--- src/hw/rtl/rgbyuv_pkg.sv ---
// ----------------------------------------------------------------------------
// RGB to YUV converter package
// Widths, colour matrix coefficients and configuration register indexes.
// ----------------------------------------------------------------------------
package rgbyuv_pkg;

    localparam int CHAN_W  = 16;   // width of one colour channel port
    localparam int COEF_W  = 9;    // signed coefficient, scaled by 256
    localparam int DEPTH_W = 5;
    localparam int GAIN_W  = 10;
    localparam int OUT_W   = 8;
    localparam int CFG_W   = 10;   // widest configuration register
    localparam int IDX_W   = 2;

    localparam logic [DEPTH_W-1:0] DEPTH_MIN = 5'd8;

    typedef logic signed [COEF_W-1:0] coef_t;

    // Coefficient set selected when matrix_select is 1.
    localparam coef_t COEF_SET_HD [3][3] = '{
        '{ 9'sd47,   9'sd157,  9'sd16  },
        '{-9'sd26,  -9'sd86,   9'sd112 },
        '{ 9'sd112, -9'sd102, -9'sd10  }
    };

    // Coefficient set selected when matrix_select is 0.
    localparam coef_t COEF_SET_SD [3][3] = '{
        '{ 9'sd77,   9'sd150,  9'sd29  },
        '{ 9'sd131, -9'sd110, -9'sd21  },
        '{-9'sd44,  -9'sd87,   9'sd138 }
    };

    typedef enum logic [IDX_W-1:0] {
        REG_MATRIX_SELECT = 2'd0,
        REG_PIXEL_DEPTH   = 2'd1,
        REG_SAT_ENABLE    = 2'd2,
        REG_SAT_GAIN      = 2'd3
    } cfg_index_t;

endpackage

--- src/hw/rtl/rgb_to_yuv_pixel_converter.sv ---
// ----------------------------------------------------------------------------
// RGB to YUV pixel converter
// Seven-stage pipeline: colour matrix, rounding, chroma gain, offset, cap,
// down-scale and clamp to 8-bit YUV.
// ----------------------------------------------------------------------------
//  Channel   Ports                                          Handshake
//  pixel in  chan_first, chan_second, chan_third            start, busy
//  result    luma_out, chroma_a_out, chroma_b_out           done (strobe)
//  config    cfg_index, cfg_data                            cfg_write
//
//  One pixel word is taken every clock; busy never rises.
//  Each result word is shown for one cycle. It passes through the seven
//  register stages in order: input, multiply, row sum, rounding, gain
//  multiply, offset and cap, scale and clamp.
//  Reset clears the stage valid bits and loads the register defaults.
//  The receiver cannot stall, so nothing in the pipeline ever holds.
// ----------------------------------------------------------------------------
module rgb_to_yuv_pixel_converter #(
    parameter int MAX_IN_BITS = 16
) (
    input  logic                                 clk,
    input  logic                                 rst_n,
    input  logic                                 start,
    output logic                                 busy,
    input  logic [rgbyuv_pkg::CHAN_W-1:0]        chan_first,
    input  logic [rgbyuv_pkg::CHAN_W-1:0]        chan_second,
    input  logic [rgbyuv_pkg::CHAN_W-1:0]        chan_third,
    input  logic                                 cfg_write,
    input  logic [rgbyuv_pkg::IDX_W-1:0]         cfg_index,
    input  logic [rgbyuv_pkg::CFG_W-1:0]         cfg_data,
    output logic                                 done,
    output logic [rgbyuv_pkg::OUT_W-1:0]         luma_out,
    output logic [rgbyuv_pkg::OUT_W-1:0]         chroma_a_out,
    output logic [rgbyuv_pkg::OUT_W-1:0]         chroma_b_out
);

    localparam int CW      = rgbyuv_pkg::CHAN_W;
    localparam int DW      = rgbyuv_pkg::DEPTH_W;
    localparam int OW      = rgbyuv_pkg::OUT_W;
    localparam int PROD_W  = CW + 1 + rgbyuv_pkg::COEF_W;
    localparam int SUM_W   = PROD_W + 2;
    localparam int Q_W     = SUM_W - 7;
    localparam int GAIN_SW = rgbyuv_pkg::GAIN_W + 2;
    localparam int GPROD_W = Q_W + GAIN_SW;
    localparam int V_W     = GPROD_W + 1;
    localparam int CAP_W   = CW + 8;
    localparam int RND_W   = CAP_W + 1;
    localparam int STAGES  = 7;

    localparam logic [CW-1:0] CHAN_MASK = {CW{1'b1}} >> (CW - MAX_IN_BITS);
    localparam logic [DW-1:0] DEPTH_MAX = DW'(MAX_IN_BITS);

    // Configuration registers.
    logic                              matrix_select_reg;
    logic [DW-1:0]                     pixel_depth_reg;
    logic                              sat_enable_reg;
    logic [rgbyuv_pkg::GAIN_W-1:0]     sat_gain_reg;
    logic [DW-1:0]                     depth;

    // Pipeline registers.
    logic [STAGES-1:0]                 valid_reg;
    logic [STAGES-1:0]                 valid_next;
    logic [CW-1:0]                     ch_reg    [3];
    logic [CW-1:0]                     ch_next   [3];
    logic signed [PROD_W-1:0]          prod_reg  [3][3];
    logic signed [PROD_W-1:0]          prod_next [3][3];
    logic signed [SUM_W-1:0]           sum_reg   [3];
    logic signed [SUM_W-1:0]           sum_next  [3];
    logic signed [Q_W-1:0]             q_reg     [3];
    logic signed [Q_W-1:0]             q_next    [3];
    logic signed [GPROD_W-1:0]         gprod_reg [3];
    logic signed [GPROD_W-1:0]         gprod_next[3];
    logic [CAP_W-1:0]                  val_reg   [3];
    logic [CAP_W-1:0]                  val_next  [3];
    logic [OW-1:0]                     pix_reg   [3];
    logic [OW-1:0]                     pix_next  [3];

    logic signed [GAIN_SW-1:0]         chroma_gain;
    logic signed [GAIN_SW-1:0]         row_gain;
    rgbyuv_pkg::coef_t                 coef;
    logic [SUM_W-1:0]                  mag;
    logic [SUM_W-1:0]                  mag_rnd;
    logic [Q_W-1:0]                    q_mag;
    logic signed [V_W-1:0]             offset;
    logic signed [V_W-1:0]             cap;
    logic signed [V_W-1:0]             v;
    logic [RND_W-1:0]                  rnd;
    logic [RND_W-1:0]                  scaled;

    always_ff @(posedge clk or negedge rst_n)
    begin
        if (!rst_n)
        begin
            matrix_select_reg <= 1'b0;
            pixel_depth_reg   <= 5'd8;
            sat_enable_reg    <= 1'b0;
            sat_gain_reg      <= 10'd256;
        end
        else if (cfg_write)
        begin
            case (rgbyuv_pkg::cfg_index_t'(cfg_index))
                rgbyuv_pkg::REG_MATRIX_SELECT: matrix_select_reg <= cfg_data[0];
                rgbyuv_pkg::REG_PIXEL_DEPTH:   pixel_depth_reg   <= cfg_data[DW-1:0];
                rgbyuv_pkg::REG_SAT_ENABLE:    sat_enable_reg    <= cfg_data[0];
                rgbyuv_pkg::REG_SAT_GAIN:
                    sat_gain_reg <= cfg_data[rgbyuv_pkg::GAIN_W-1:0];
                default: ;
            endcase
        end
    end

    // Depths outside the supported range act as the nearest end.
    always_comb
    begin
        if (pixel_depth_reg < rgbyuv_pkg::DEPTH_MIN)
            depth = rgbyuv_pkg::DEPTH_MIN;
        else if (pixel_depth_reg > DEPTH_MAX)
            depth = DEPTH_MAX;
        else
            depth = pixel_depth_reg;
    end

    assign busy = 1'b0;
    assign valid_next = {valid_reg[STAGES-2:0], start & ~busy};

    always_comb
    begin
        coef        = '0;
        mag         = '0;
        mag_rnd     = '0;
        q_mag       = '0;
        row_gain    = '0;
        offset      = '0;
        cap         = '0;
        v           = '0;
        rnd         = '0;
        scaled      = '0;
        chroma_gain = sat_enable_reg ? $signed({2'b00, sat_gain_reg}) : GAIN_SW'(256);

        ch_next[0] = chan_first  & CHAN_MASK;
        ch_next[1] = chan_second & CHAN_MASK;
        ch_next[2] = chan_third  & CHAN_MASK;

        for (int r = 0; r < 3; r++)
        begin
            // Matrix products.
            for (int c = 0; c < 3; c++)
            begin
                coef = matrix_select_reg ? rgbyuv_pkg::COEF_SET_HD[r][c]
                                         : rgbyuv_pkg::COEF_SET_SD[r][c];
                prod_next[r][c] = $signed({1'b0, ch_reg[c]}) * coef;
            end

            sum_next[r] = SUM_W'(prod_reg[r][0]) + SUM_W'(prod_reg[r][1])
                        + SUM_W'(prod_reg[r][2]);

            // Divide by 256, rounding half away from zero on the magnitude.
            mag       = sum_reg[r][SUM_W-1] ? SUM_W'(-sum_reg[r]) : SUM_W'(sum_reg[r]);
            mag_rnd   = mag + SUM_W'(128);
            q_mag     = Q_W'(mag_rnd >> 8);
            q_next[r] = sum_reg[r][SUM_W-1] ? -$signed(q_mag) : $signed(q_mag);

            // Luma keeps unit gain, which is 256 in this fixed point.
            row_gain      = (r == 0) ? GAIN_SW'(256) : chroma_gain;
            gprod_next[r] = q_reg[r] * row_gain;

            // Offset and cap, all in units of 1/256.
            if (r == 0)
                offset = V_W'(1) << ({1'b0, depth[DW-1:1]} + DW'(8));
            else
                offset = V_W'(1) << (depth + DW'(7));
            cap = (V_W'(1) << (depth + DW'(8))) - V_W'(256);
            v   = V_W'(gprod_reg[r]) + offset;
            if (v > cap)
                val_next[r] = CAP_W'(cap);
            else if (v <= 0)
                val_next[r] = '0;
            else
                val_next[r] = CAP_W'(v);

            // Scale down by 2^depth with rounding, then clamp to 8 bits.
            rnd    = {1'b0, val_reg[r]} + (RND_W'(1) << (depth - DW'(1)));
            scaled = rnd >> depth;
            pix_next[r] = (scaled > RND_W'(255)) ? {OW{1'b1}} : scaled[OW-1:0];
        end
    end

    always_ff @(posedge clk or negedge rst_n)
    begin
        if (!rst_n)
            valid_reg <= '0;
        else
            valid_reg <= valid_next;
    end

    always_ff @(posedge clk)
    begin
        ch_reg    <= ch_next;
        prod_reg  <= prod_next;
        sum_reg   <= sum_next;
        q_reg     <= q_next;
        gprod_reg <= gprod_next;
        val_reg   <= val_next;
        pix_reg   <= pix_next;
    end

    assign done         = valid_reg[STAGES-1];
    assign luma_out     = pix_reg[0];
    assign chroma_a_out = pix_reg[1];
    assign chroma_b_out = pix_reg[2];

    // Every result word traces back to a matching pixel word taken on start.
    a_done_from_start: assert property (@(posedge clk) disable iff (!rst_n)
        done |-> $past(start, STAGES))
        else $error("result word without a matching pixel word");

    // A pixel taken with a result pending must still give its result.
    a_no_drop: assert property (@(posedge clk) disable iff (!rst_n)
        (start && valid_reg[STAGES-1]) |-> ##STAGES done)
        else $error("pixel word lost in the pipeline");

    // With a gain of zero both chroma results are the bare mid-scale offset.
    a_zero_gain: assert property (@(posedge clk) disable iff (!rst_n)
        (done && $past(sat_enable_reg && (sat_gain_reg == '0), 2)
              && (pixel_depth_reg == $past(pixel_depth_reg)))
        |-> (chroma_a_out == OW'(128)) && (chroma_b_out == OW'(128)))
        else $error("chroma not at mid-scale with zero saturation gain");

endmodule
--- config.mk ---
export PLATFORM = sky130hd
export DESIGN_NAME = rgb_to_yuv_pixel_converter
export DESIGN_NICKNAME = d
export VERILOG_FILES = /design/src/hw/rtl/rgbyuv_pkg.sv /design/src/hw/rtl/rgb_to_yuv_pixel_converter.sv
export SDC_FILE = /design/constraint.sdc
export NUM_CORES = 2
export LEC_CHECK = 0
export BUFFER_PORTS_ARGS = -buffer_cell sky130_fd_sc_hd__clkbuf_2
export CAP_MARGIN = 20
export CORE_AREA = 2 2 353 355
export CTS_BUF_LIST = sky130_fd_sc_hd__clkbuf_4 sky130_fd_sc_hd__clkbuf_8
export DETAILED_ROUTE_END_ITERATION = 8
export DIE_AREA = 0 0 355 357
export PLACE_DENSITY = 0.77
export SYNTH_ARGS = -nofsm -noshare
export SYNTH_HDL_FRONTEND = slang
export SYNTH_SLANG_ARGS = --single-unit
--- constraint.sdc ---
create_clock -name clk -period 21.3 [get_ports clk]
set_clock_uncertainty 0.15 [all_clocks]
set_input_delay 3.195 -clock clk [delete_from_list [all_inputs] [get_ports clk]]
set_output_delay 3.195 -clock clk [all_outputs]
set_load 0.05 [all_outputs]
## Word-level counts from Yosys, hierarchy flattened

Cells that the tools add are included.

| storage, ports and cells | value |
|---|---|
| logic and storage cells | 122 |
| register bits | 622 |
| output and inout bits | 26 |
| input port bits | 64 |

| cells by class | value |
|---|---|
| magnitude comparators | 11 |
| add/subtract/negate cells | 26 |
| muxes and demuxes | 24 |
| reduce and logical (&&, ||, !) cells | 5 |
| multiply operators | 11 |
| shift-type cells | 7 |
| eq/ne operators | 3 |

Operator list:

| operator | number |
|---|---|
| 24-bit two-way mux | 6 |
| 17-bit by 9-bit multiplier with 26-bit output | 4 |
| 34-bit greater-than comparator | 3 |
| 34-bit by 1-bit <= comparator with 1-bit output (second input constant) | 3 |
| 1-bit by 5-bit << shifter with 34-bit output (first input constant) | 3 |
| 28-bit by 8-bit adder with 28-bit output (second input constant) | 3 |
| 28-bit two-way mux | 3 |
| 28-bit negation | 3 |
| 24-bit by 25-bit adder with 25-bit output | 3 |
| 25-bit by 8-bit greater-than comparator with 1-bit output (second input constant) | 3 |
| 25-bit by 5-bit right shift with 25-bit output | 3 |
| 32-bit by 34-bit adder with 34-bit output | 2 |
| 21-bit by 11-bit multiplier with 32-bit output | 2 |
| 20-bit negation with 21-bit output | 3 |
| 20-bit two-way mux | 3 |
| 27-bit by 26-bit adder with 28-bit output | 2 |
| 26-bit by 25-bit adder with 27-bit output | 2 |
| 17-bit by 8-bit multiplier with 25-bit output | 2 |
| 9-bit two-way mux | 4 |
| 29-bit by 34-bit adder with 34-bit output | 1 |
| 34-bit by 10-bit subtractor with 34-bit output (second input constant) | 1 |
| 25-bit by 21-bit adder with 26-bit output | 1 |
| 23-bit by 24-bit adder with 25-bit output | 1 |
| 1-bit by 5-bit << shifter with 25-bit output (first input constant) | 1 |
| other kinds (18) | 25 |

## Logic depth before layout (Yosys ltp)

| depth | value |
|---|---|
| word-level depth | 9 |
| depth in mapped cells | 29 |
| mapped depth without buffers | 28 |

## Worst setup path after synthesis

Ideal clock, no wire load.

| path | value |
|---|---|
| path kind | reg2reg |
| start point | register matrix_select_reg |
| end point | register prod_reg[22] in the netlist's numbering |
| path buffers | 3 |
| required time | 21.078 ns |
| setup time | 0.072 ns |
| period minus slack after synthesis | 6.719 ns |
| cell stages (with the launch flop) | 29 |
| path slack | 14.581 ns |
| arrival | 6.496 ns |
| cell sequence | dfrtp_1 > clkbuf_1 > inv_2 > clkbuf_1 > buf_1 > nor2_1 > fa_1 > inv_1 > fa_1 > inv_1 > fa_1 > inv_1 > fa_1 > inv_1 > fa_1 > ha_1 > a21o_1 > a21oi_1 > o21bai_1 > a21oi_1 > o21bai_1 > a21oi_1 > nor2b_1 > o31ai_1 > a2111oi_0 > o21a_1 > o21ai_0 > nor2b_1 > xnor2_1 |

RTL lines:

| element | RTL line | source |
|---|---|---|
| start: declaration | rgb_to_yuv_pixel_converter.sv:54 | `logic matrix_select_reg;` |
| start signal: assignment | rgb_to_yuv_pixel_converter.sv:102 | `rgbyuv_pkg::REG_MATRIX_SELECT: matrix_select_reg <= cfg_data[0];` |
| end signal: assignment | rgb_to_yuv_pixel_converter.sv:199 | `prod_reg <= prod_next;` |
| end: declaration | rgb_to_yuv_pixel_converter.sv:65 | `logic signed [PROD_W-1:0] prod_reg [3][3];` |

==> run_results.csv <==
group,metric,value,unit
synthesis,synth_seq_cells,600,
place,numPortBuffers,88,
sta,max_slew.worst_pin.slew,1.14,ns
floorplanning,dieArea,0.127,sq mm
place,pre_cts_slack,13.41,ns
floorplanning,die_x,355,um
finish,drive_gt1_share,5.82,%
synthesis,postSynthCellCount,7985,
worst_setup_path,endpoint_kind,"flip-flop",
worst_setup_path,crit_required,21.91,ns
clock_tree,cts_tree,"done",
synthesis,synth-edff-count,0,
run_status,status,"complete, no violations",
synthesis,ys_types,119,
synthesis,synth_area,0.0734,sq mm
place,dp.cells,9631,
worst_setup_path,worstSetupPathType,"reg2reg",
clock_tree,clkLatencyLatePin,0.85,ns
synthesis,ys.flop_type,"dfxtp_1",
sta,tns,0,ns
worst_setup_path,cp_max_fo,72,
route,drt_wl_total,187000,um
clock_tree,cts_resized,0,
floorplanning,rows,129,
job,maxCapViolations,0,
clock_tree,cts_setup_buffers,0,
grt,grt_usage,30.2,%
floorplanning,die_h,357,um
synthesis,yosys_warnings,0,
route,first_pass_iters,6,
grt,grt_pass1_vias,58500,
sta,timing.fmax,124,MHz
grt,grt_pass1_wl,304000,um
floorplanning,initial_core_util,59.7,%
synthesis,synth_commonest_cells,"inv_1 (1281), ha_1 (1011), fa_1 (962), dfxtp_1 (576), nand2_1 (550)",
clock_tree,htreeDepth,3,
clock_tree,cts_hold_buf,0,
synthesis,post-synth-top-count-cell,"inv_1",
floorplanning,io-pin-count,90,
synthesis,async_reset_ff_share,4.00,%
finish,fin_nets,10100,
min_path,hold_class,"reg2reg",
clock_tree,cts_buffers,108,
clock_tree,root_buffer,"clkbuf_8",
route,detail-route-antenna-nets,0,
min_path,min_delay_path_depth,0,
worst_setup_path,r2r-start,"matrix_select_reg",
synthesis,seq_area_frac_synth,16.5,%
sta,setup_slack,13.24,ns
grt,grt-ovfl-total,0,
finish,largest_register_ffs,216,
floorplanning,core,0.123,sq mm
clock_tree,cts_buffer_depth,3,
route,drc,0,
sta,setup_violations,0,
route,viasPerCell,5.72,
route,vias,56300,
worst_setup_path,r2r_cells,26,
sta,max_slew_margin,22.0,%
sta,slew_viol_final,0,
clock_tree,cts_sinks,600,
sta,hold_violations,0,
grt,grt_max_degree,117,
worst_setup_path,worstPathArrival,8.67,ns
sta,hold_slack,0.172,ns
place,place.gp.congestion,0.949,
worst_setup_path,crit_start,"matrix_select_reg",
route,wl_per_cell,19.0,um
sta,rsz0062_at_grt,"no",
synthesis,synth_top_area_share,26.2,%
worst_setup_path,reg2reg_to,"prod_reg[22]",
finish,fin_cells,9834,
grt,antenna_found_initial,11,
synthesis,synth_top_area_cell,"fa_1",
worst_setup_path,crit_path_end,"prod_reg[22]",
finish,syn_to_final_growth,6.58,%
synthesis,netlist_top_cells_area,"fa_1 (26%), ha_1 (17%), dfxtp_1 (16%), inv_1 (6.6%), xnor2_1 (4.6%)",
worst_setup_path,reg2reg_setup_slack,13.24,ns
place,dp.final_hpwl,152000,um
worst_setup_path,startpoint_type,"flip-flop",
sta,period_share,37.9,%
route,initialDrtViolationCount,4015,
synthesis,syn_avg_cell_area,9.19,sq um
clock_tree,cts.clk_slew.worst_paths,0.07,ns
sta,fin_crit,8.06,ns
how the worst min path moves through the flow:
stage,slack (ns),to,startpoint
2_1_floorplan,0.16,gprod_reg[74],q_reg[42]
3_3_place_gp,0.16,gprod_reg[78],q_reg[46]
3_5_place_dp,0.16,gprod_reg[81],q_reg[49]
4_1_cts,0.17,gprod_reg[87],q_reg[55]
5_1_grt,0.18,gprod_reg[80],q_reg[48]
6_report,0.17,gprod_reg[75],q_reg[43]
layout by cell type (no fill, tap or decap), types with 62 or more instances in the layout:
master | Yosys | final
a21o_1 | 104 | 104
a21oi_1 | 346 | 345
and2_1 | 83 | 81
and3_1 | 250 | 250
clkbuf_2 | 1 | 88
clkbuf_8 | 2 | 121
conb_1 | 2 | 143
dfxtp_1 | 576 | 576
fa_1 | 962 | 962
ha_1 | 1011 | 1011
inv_1 | 1281 | 1281
nand2_1 | 550 | 550
nand2b_1 | 63 | 62
nand3_1 | 161 | 161
nor2_1 | 462 | 460
nor2b_1 | 63 | 63
nor3_1 | 109 | 108
o21a_1 | 64 | 64
o21ai_0 | 314 | 314
o21bai_1 | 63 | 63
xnor2_1 | 386 | 385
xor2_1 | 124 | 124
routing by layer:
layer	track usage [%]	up-vias	wire length, um
met5	0	-	9
met4	18.5	2	12900
met3	4.18	461	11000
met2	50.6	1867	88500
met1	37.0	27400	74900
li1	-	26500	-
kinds of logic (layout without fill, tap and decap cells):
logic type / after synthesis / in the layout / synth area share, %
adders and majority gates: 1978 / 1978 / 43.6
and+or+nand+nor: 1977 / 1977 / 13.3
buffers and inverters: 1540 / 1608 / 7.98
AOI/OAI and AO/OA: 1320 / 1320 / 11.6
DFF: 600 / 600 / 16.5
xor gates and xnor gates: 512 / 512 / 6.14
muxes: 56 / 56 / 0.822
other: 2 / 146 / 0.0102
worst max-delay path, stage by stage, from the launching register on:
cell	delay, ns
dfrtp_4	0.66
clkinv_2	0.31
buf_4	0.69
nor2_1	0.36
fa_1	0.57
inv_1	0.06
fa_1	0.51
inv_1	0.05
fa_1	0.48
inv_1	0.06
fa_1	0.50
inv_1	0.06
fa_1	0.43
ha_1	0.33
a21o_1	0.17
a21oi_1	0.22
o21bai_1	0.10
a21oi_1	0.23
o21bai_1	0.12
a21oi_1	0.24
nor2b_1	0.11
o31ai_1	0.43
a2111oi_0	0.26
o21a_1	0.24
o21ai_0	0.21
nor2b_1	0.20
xnor2_1	0.13
through the flow:
| step | utilization [%] | area, sq um |
|---|---|---|
| 6_report | 63.6 | 78200 |
| 5_1_grt | 63.6 | 78200 |
| 4_1_cts | 63.5 | 78100 |
| 3_5_place_dp | 61.5 | 75700 |
| 3_3_place_gp | 61.5 | 75700 |
| 2_1_floorplan | - | 73900 |
area by class of cell:
type,instances,area [sq um]
multi-input combinational,5986,55900
fill,10200,44800
sequential,600,12100
inverter,1284,4820
tap,1637,2050
clock buffer,145,1850
timing repair buffer,126,753
clock inverter,53,642
antenna,3,7.51
Power is left out: the tool's default activity adds up to more than one toggle a clock period on the data nets, which glitch-free logic cannot reach.
